==> src/hw/rtl/oets_pkg.sv <==
// shared types for the odd-even transposition sorter
// item and result payload structs, per-cell control struct
// no dependencies
package oets_pkg;

    localparam int DATA_W = 32;

    typedef struct packed {
        logic signed [DATA_W-1:0] element;
        logic                     final_element;
    } item_t;

    typedef struct packed {
        logic signed [DATA_W-1:0] sorted_value;
        logic                     end_of_set;
        logic                     overflow;
    } result_t;

    // per-cell control, at most one of the three is set in a cycle
    typedef struct packed {
        logic load;
        logic take_right;
        logic take_left;
    } cell_ctl_t;

endpackage

==> src/hw/rtl/oets_cell.sv <==
// one cell of the sorting chain: holds one element and compares it
// against its right neighbor; depends on oets_pkg
module oets_cell
    import oets_pkg::*;
(
    input  logic                     clk,
    input  cell_ctl_t                ctl,
    input  logic signed [DATA_W-1:0] element,
    input  logic signed [DATA_W-1:0] left,
    input  logic signed [DATA_W-1:0] right,
    output logic signed [DATA_W-1:0] value,
    output logic                     gt_right
);

    logic signed [DATA_W-1:0] value_reg;
    logic signed [DATA_W-1:0] value_next;

    always_comb
    begin
        value_next = value_reg;
        if (ctl.load)
        begin
            value_next = element;
        end
        else if (ctl.take_right)
        begin
            value_next = right;
        end
        else if (ctl.take_left)
        begin
            value_next = left;
        end
    end

    always_ff @(posedge clk)
    begin
        value_reg <= value_next;
    end

    assign value    = value_reg;
    assign gt_right = value_reg > right;

endmodule

==> src/hw/rtl/odd_even_transposition_sorter.sv <==
// odd-even transposition sorter, top level: control and the row of cells
// depends on oets_pkg and oets_cell
//
//   port group      dir   handshake                   payload
//   item            in    item_valid / item_ready     item_t (element, final_element)
//   result          out   result_valid / result_ready result_t (sorted_value, end_of_set, overflow)
//
// loading accepts one element per cycle; item_ready is high only while loading
// sorting runs one compare-exchange phase per cycle across the filled part of the row,
// odd then even, until a round has no swap
// results leave one per cycle from cell 0 as the row shifts left; result_ready low holds it
// reset clears the counters and state; cell contents need no reset
module odd_even_transposition_sorter
    import oets_pkg::*;
#(
    parameter int CAPACITY = 16
)
(
    input  logic    clk,
    input  logic    rst_n,
    input  logic    item_valid,
    output logic    item_ready,
    input  item_t   item,
    output logic    result_valid,
    input  logic    result_ready,
    output result_t result
);

    localparam int CNT_W = $clog2(CAPACITY + 1);

    typedef enum logic [1:0] {
        ST_LOAD,
        ST_SORT,
        ST_EMIT
    } state_t;

    state_t           state_reg;
    logic [CNT_W-1:0] fill_reg;
    logic             dropped_reg;
    logic             swapped_reg;
    logic             phase_even_reg;

    logic signed [DATA_W-1:0] cell_val [CAPACITY];
    logic [CAPACITY-1:0]      gt;
    logic [CAPACITY-1:0]      swap;
    cell_ctl_t                ctl [CAPACITY];

    logic in_take;
    logic out_take;
    logic sorting;

    assign item_ready   = (state_reg == ST_LOAD);
    assign result_valid = (state_reg == ST_EMIT);
    assign in_take      = item_valid && item_ready;
    assign out_take     = result_valid && result_ready;
    assign sorting      = (state_reg == ST_SORT);

    assign result.sorted_value = cell_val[0];
    assign result.end_of_set   = (fill_reg == CNT_W'(1));
    assign result.overflow     = dropped_reg;

    genvar gi;
    generate
        for (gi = 0; gi < CAPACITY; gi++)
        begin : g_cell
            // pair (gi, gi+1) belongs to the odd phase when gi is odd
            localparam bit LO_ODD = (gi % 2) == 1;

            if (gi < CAPACITY - 1)
            begin : g_pair
                assign swap[gi] = sorting && gt[gi] && (LO_ODD == !phase_even_reg)
                                  && (fill_reg > CNT_W'(gi + 1));
                assign ctl[gi].take_right = swap[gi] || out_take;
            end
            else
            begin : g_last
                assign swap[gi] = 1'b0;
                assign ctl[gi].take_right = 1'b0;
            end

            if (gi > 0)
            begin : g_left
                assign ctl[gi].take_left = swap[gi-1];
            end
            else
            begin : g_first
                assign ctl[gi].take_left = 1'b0;
            end

            assign ctl[gi].load = in_take && (fill_reg == CNT_W'(gi));

            oets_cell u_cell (
                .clk      (clk),
                .ctl      (ctl[gi]),
                .element  (item.element),
                .left     (cell_val[(gi > 0) ? gi - 1 : gi]),
                .right    (cell_val[(gi < CAPACITY - 1) ? gi + 1 : gi]),
                .value    (cell_val[gi]),
                .gt_right (gt[gi])
            );
        end
    endgenerate

    always_ff @(posedge clk or negedge rst_n)
    begin
        if (!rst_n)
        begin
            state_reg      <= ST_LOAD;
            fill_reg       <= '0;
            dropped_reg    <= 1'b0;
            swapped_reg    <= 1'b0;
            phase_even_reg <= 1'b0;
        end
        else
        begin
            unique case (state_reg)
                ST_LOAD:
                begin
                    if (in_take)
                    begin
                        if (fill_reg < CNT_W'(CAPACITY))
                        begin
                            fill_reg <= fill_reg + CNT_W'(1);
                        end
                        else
                        begin
                            dropped_reg <= 1'b1;
                        end
                        if (item.final_element)
                        begin
                            state_reg      <= ST_SORT;
                            swapped_reg    <= 1'b0;
                            phase_even_reg <= 1'b0;
                        end
                    end
                end
                ST_SORT:
                begin
                    if (!phase_even_reg)
                    begin
                        phase_even_reg <= 1'b1;
                        swapped_reg    <= |swap;
                    end
                    else
                    begin
                        phase_even_reg <= 1'b0;
                        swapped_reg    <= 1'b0;
                        // a round with no swap leaves the row in order
                        if (!(swapped_reg || (|swap)))
                        begin
                            state_reg <= ST_EMIT;
                        end
                    end
                end
                ST_EMIT:
                begin
                    if (out_take)
                    begin
                        fill_reg <= fill_reg - CNT_W'(1);
                        if (fill_reg == CNT_W'(1))
                        begin
                            state_reg   <= ST_LOAD;
                            dropped_reg <= 1'b0;
                        end
                    end
                end
                default:
                begin
                    state_reg <= ST_LOAD;
                end
            endcase
        end
    end

    // emitting always has at least one and at most CAPACITY elements left
    a_emit_nonempty: assert property (@(posedge clk) disable iff (!rst_n)
        result_valid |-> (fill_reg != '0) && (fill_reg <= CNT_W'(CAPACITY)))
        else $error("emit with empty or overfull row");

    // neighboring pairs never exchange in the same cycle
    a_swap_disjoint: assert property (@(posedge clk) disable iff (!rst_n)
        (swap & (swap >> 1)) == '0)
        else $error("overlapping compare-exchange pairs");

    // last result returns the block to loading with a clean count and overflow flag
    a_set_done: assert property (@(posedge clk) disable iff (!rst_n)
        (out_take && result.end_of_set) |=> item_ready && (fill_reg == '0) && !dropped_reg)
        else $error("set not cleared after final result");

    // exchanges only happen while sorting
    a_swap_sort: assert property (@(posedge clk) disable iff (!rst_n)
        (swap != '0) |-> sorting)
        else $error("exchange outside sort");

endmodule

==> config.mk <==
export PLATFORM = sky130hd
export DESIGN_NAME = odd_even_transposition_sorter
export DESIGN_NICKNAME = d
export VERILOG_FILES = /design/src/hw/rtl/oets_pkg.sv /design/src/hw/rtl/oets_cell.sv /design/src/hw/rtl/odd_even_transposition_sorter.sv
export SDC_FILE = /design/constraint.sdc
export NUM_CORES = 2
export LEC_CHECK = 0
export ABC_AREA = 1
export BUFFER_PORTS_ARGS = -buffer_cell sky130_fd_sc_hd__buf_2
export CORE_MARGIN = 3
export CORE_UTILIZATION = 40
export CTS_CLUSTER_DIAMETER = 30
export DETAILED_ROUTE_END_ITERATION = 10
export PLACE_DENSITY = 0.6
export REMOVE_ABC_BUFFERS = 1
export SLEW_MARGIN = 0
export SYNTH_ARGS = -nofsm -noshare
export SYNTH_HDL_FRONTEND = slang
export SYNTH_SLANG_ARGS = --single-unit
==> constraint.sdc <==
create_clock -name clk -period 3.4 [get_ports clk]
set_clock_uncertainty 0.05 [all_clocks]
set_input_delay 0.68 -clock clk [delete_from_list [all_inputs] [get_ports clk]]
set_output_delay 0.68 -clock clk [all_outputs]
set_load 0.005 [all_outputs]
# Yosys cells after proc, flatten, opt, wreduce, memory -nomap -nowiden
# Cells that the tools add are included.
[totals] ff_bits=522 latch_bits=0 ramBits=0 mem_bits_ro=0 in_bits=37 out_inout_bits=36 elab_cells=252 n_memories=0
[classes] n_addsub=2 mul=0 div=0 magnitude_cmp=31 n_eq_ne=25 shift=0 mux=68 n_bitwise=0 reduce_logical=105
[ops] operator="32-bit two-way mux" count=46
[ops] operator="32-bit greater-than comparator" count=15
[ops] operator="1-bit logical AND" count=63
[ops] operator="3-bit nonzero test" count=14
[ops] operator="5-bit by 4-bit equality test with 1-bit output (second input constant)" count=8
[ops] operator="5-bit by 4-bit greater-than comparator with 1-bit output (second input constant)" count=8
[ops] operator="5-bit by 3-bit equality test with 1-bit output (second input constant)" count=4
[ops] operator="5-bit by 3-bit greater-than comparator with 1-bit output (second input constant)" count=4
[ops] operator="1-bit logical OR" count=16
[ops] operator="5-bit two-way mux" count=3
[ops] operator="15-bit OR reduction" count=1
[ops] operator="2-bit two-way mux" count=6
[ops] operator="5-bit by 2-bit equality test with 1-bit output (second input constant)" count=2
[ops] operator="5-bit by 2-bit greater-than comparator with 1-bit output (second input constant)" count=2
[ops] operator="2-bit by 1-bit != test with 1-bit output (second input constant)" count=5
[ops] operator="5-bit case mux with 2 select lines" count=1
[ops] operator="1-bit two-way mux" count=8
[ops] operator="2-bit nonzero test" count=4
[ops] operator="2-bit != test (second input constant)" count=3
[ops] operator="1-bit case mux with 2 select lines" count=3
[ops] operator="2-bit case mux with 3 select lines" count=1
[ops] operator="6-bit AND reduction" count=1
[ops] operator="5-bit by 1-bit adder with 5-bit output (second input constant)" count=1
[ops] operator="5-bit by 1-bit equality test with 1-bit output (second input constant)" count=1
[ops] operator="other kinds (11)" count=11

# Longest topological paths before layout
[logic_depth] word_depth=9 mapped_depth=22 depth_no_buf=22

# By module
# From an unflattened synthesis, not the netlist that was laid out.
[hier_totals] hier_cells=5421 area_unflattened_um2=41200.8
[modules_own_cells] module="oets_cell at g_cell[0].u_cell ..." instances=15 cells_each=323 area_each_um2=2486.1 seq_area_each_um2=960.9
[modules_own_cells] module="oets_cell at g_cell[14].u_cell" instances=1 cells_each=326 area_each_um2=2501.1 seq_area_each_um2=960.9
[modules_own_cells] module="odd_even_transposition_sorter" instances=1 cells_each=250 area_each_um2=1407.6 seq_area_each_um2=250.2

# Worst setup path after synthesis
# OpenSTA, ideal clock, no wires.
[synth_path] kind="register to register" start="register g_cell[7].u_cell.value_reg[23]" end="register g_cell[8].u_cell.value_reg[0], enable pin" setup_ps=562 t_arrival_ps=2647 required_ps=2788 path_slack_ps=141 path_stages_with_launch=14 n_path_buf=2 synth_period_minus_slack_ps=3259 cell_sequence="edfxtp_1 ha_1 nand2_1 nor2_1 nand3b_1 nor3b_1 nand3_1 and2_1 nand3_1 nand2_1 buf_4 buf_2 inv_1 nand3_1"
[synth_via] elab_chain_cells=5
[synth_lines] item="start, declared" line="oets_cell.sv:15" text="logic signed [DATA_W-1:0] value_reg;"
[synth_lines] item="start signal, assigned" line="oets_cell.sv:37" text="value_reg <= value_next;"
[synth_lines] item="32-bit greater-than comparator" line="oets_cell.sv:41" text="assign gt_right = value_reg > right;"
[synth_lines] item="1-bit logical AND (2 in series)" line="odd_even_transposition_sorter.sv:71" text="assign swap[gi] = sorting && gt[gi] && (LO_ODD == !phase_even_reg)"
[synth_lines] item="1-bit logical AND" line="odd_even_transposition_sorter.sv:72" text="&& (fill_reg > CNT_W'(gi + 1));"
[synth_lines] item="3-bit nonzero test (no source line)"
[synth_lines] item="end signal, assigned" line="oets_cell.sv:37"
[synth_lines] item="end, declared" line="oets_cell.sv:15"
# No other way between the ends.
# A chain may end at the register's enable or synchronous reset.

==> results.yml <==
logic_synthesis:
  async_reset_ff_share_pct: 1.92
  synth_area_um2: 38900
  synth-edff-count: 512
  syn_area_per_cell_um2: 8.46
  synthAdderAreaFrac_pct: 15.6
  yosysWarnings: 0
  synth_compound_area_share_pct: 20.4
  ys_seq_area_share_pct: 40.1
  synthTopCellsByArea: "edfxtp_1, ha_1, nand2_1"
  synth_cells: 4602
  muxShareOfSynthArea_pct: 0
  synth_cell_types: 45
  synth_ff_type: "edfxtp_1"
  synth_xor_area_share_pct: 0.0900
  ys_seq_elements: 522
  synth_top_cell_by_area: "edfxtp_1"
  synthSimpleGateAreaFrac_pct: 13.9
  synth_top_family_by_area: "compound AO/OA/AOI/OAI gates"
  synth_top_area_share_pct: 39.5
route:
  ant_nets: 0
  vias_per_cell: 5.22
  num_vias: 31463
  drtIter0Drc: 1805
  avgRoutedWirePerCell_um: 15.5
  routed_wl_mm: 93.6
  drt_first_pass_iters: 6
  drc: 0
global_routing:
  grt_use_total_pct: 18.3
  antenna_found_initial: 0
  globalRouteOverflowTotal: 0
  grt_max_degree: 66
  grt_pass1_wl_mm: 154
  grt_pass1_vias: 30102
place:
  io_buffers: 72
  preCtsSetupSlack_ns: 0.158
  hpwlAfterDp_mm: 72.9
  gp_congestion: 0.913
  placed_area_um2: 40400
  dp_cells: 5746
finish:
  final_util_pct: 47.4
  antenna_cells: 0
  final_cell_mix: "nand2_1, inv_1, edfxtp_1, o21ai_0, ha_1"
  design_area_um2: 45400
  layout.nets: 5160
  largest_register_ffs: 512
  syn_to_final_growth_pct: 16.6
  drive_gt1_share_pct: 8.94
  n_fill_cell: 9240
  final_common_cell: "nand2_1"
  finalNonFillerCells: 6028
sta:
  layout_min_cycle_time_ns: 3.17
  setup_viol: 0
  finalHoldViolCount: 0
  fmaxAchievable_mhz: 316
  slew_headroom_pct: 52.3
  setup_slack_ns: 0.234
  final.setup.tns_ns: 0
  max_slew.worst_pin.slew_ns: 0.713
  timing.hold.ws_ns: 0.211
  rsz0062_at_grt: "false"
  finalCritPeriodShare_pct: 93.1
  slew_violations: 0
floorplanning:
  floorplan.die_area_um2: 101000
  rows: 113
  start_util_pct: 40.7
  io_pins: 73
  chipWidth_um: 318
  coreArea_um2: 95700
  die_y_um: 318
clocking:
  ctsRootBufferMaster: "clkbuf_16"
  cts-htree-levels: 4
  clk_path_buf_depth: 3
  cts.sinks: 522
  cts_buffers: 154
  cts.reportedPaths.clkPinSlew_ns: 0.05
  cts_tree: "done"
  clk_latency_ns: 0.70
critical_path:
  path_cells: "buf_4 -> nor2_4 -> inv_2 -> nor2_2 -> inv_2 -> nor2_2 -> buf_2"
  slowest_delay_ns: 0.50
  path_delay_family: "simple AND/OR/NAND/NOR gates"
  crit_type: "flop to primary output"
  cp_max_fo: 8
  worst-path-buf-inv: 4
  required_ns: 2.67
  cp-end-kind: "primary output"
  critPathLaunchType: "flop"
  critPathSlowestCell: "dfrtp_1"
  cp.arrival_ns: 2.44
power:
  leakage_nw: 21.6
  power.switching_mw: 4.28
  pwr-share-comb_pct: 0.7
  power.total_mw: 20.7
  swShare_pct: 20.7
  seqPwrFrac_pct: 33.8
  ir_drop_mv: 0.543
  pwr_density_cell_nw_per_um2: 455
  pwr-share-clk_pct: 65.5
  internal_power_mw: 16.4
flow_run:
  drv_cap: 0
hold_path:
  hold_path_class: "primary input to flop"
outcome:
  outcome: "completed"
[timing repair]
action                                  4_1_cts  5_1_grt
endpoints found under the setup margin        0       67
hold endpoints to repair                     10        0
setup buffers                                 0        0
hold buffers                                  1        0
gates resized for setup                       0        5
[cells in the mapped netlist, types with 3 or more instances]
library cell  instances
o21ai_0             501
nor4_1                3
nor2_4                4
clkbuf_1            129
nand3b_1              3
o21ai_1              75
nand3_2               6
nand3_1              62
buf_2                57
nand2_1            1034
ha_1                485
a31oi_1               6
a21o_1                9
nor3_1               18
nor3b_1               4
buf_4                74
a21oi_1             244
o21bai_1              5
nor2_1              159
o21a_1               30
o211ai_1            452
dfrtp_1              10
inv_2                13
nand4_1              28
buf_6                 9
nand2_2               7
inv_1               637
edfxtp_1            512
[worst min-delay path, cell delays in order]
cell,delay [ns]
buf_2,0.09
nand2_1,0.04
o21ai_0,0.05
[power by group through the flow]
| stage | Sequential, mW | Combinational, mW | Clock (mW) |
|---|---|---|---|
| after CTS | 6.99 | 0.150 | 13.8 |
| after floorplan | 7.09 | 0.0476 | 0 |
| after global routing | 6.98 | 0.166 | 14.2 |
| final | 6.99 | 0.148 | 13.5 |
| after global placement | 7.09 | 0.146 | 0 |
| after detailed placement | 7.09 | 0.148 | 0 |
[cells by family after synthesis]
| group | after synthesis |
|---|---|
| AO/OA/AOI/OAI | 1330 |
| XOR/XNOR | 4 |
| adder cells (fa/ha/maj) | 485 |
| buffers and inverters | 921 |
| flip-flops | 522 |
| AND/OR/NAND/NOR | 1340 |
[worst paths after layout]
check                           slack, ns   startpoint  cells after the start                    endpoint
worst max-delay path                 0.23  fill_reg[4]                      7                   result[1]
worst min-delay path                 0.21     item[13]                      3  g_cell[0].u_cell.value[12]
worst max register to register       0.33  fill_reg[1]                     14                state_reg[1]
worst min register to register       0.46  dropped_reg                      2                 dropped_reg
max in group asynchronous            2.76        rst_n                      2                 fill_reg[0]
min in group asynchronous            0.32        rst_n                      2                 dropped_reg
[layer usage]
layer	vias up	part of all wire [%]	track usage, %
li1	16197	-	-
met1	14459	48	24.8
met2	674	45	29.7
met3	133	5.1	3.61
met4	0	1.9	5.12
met5	-	0	0
[cell type report]
type	count	area, µm²	area share, %
Timing Repair Buffer	151	1270	2.79
Clock inverter	92	912	2.01
Inverter	650	2440	5.37
Sequential cell	522	15600	34.4
Tap cell	1265	1580	3.49
Clock buffer	189	4050	8.92
Multi-Input combinational cell	3159	19500	43.0
No activity file was read; power rests on OpenSTA's default activity.
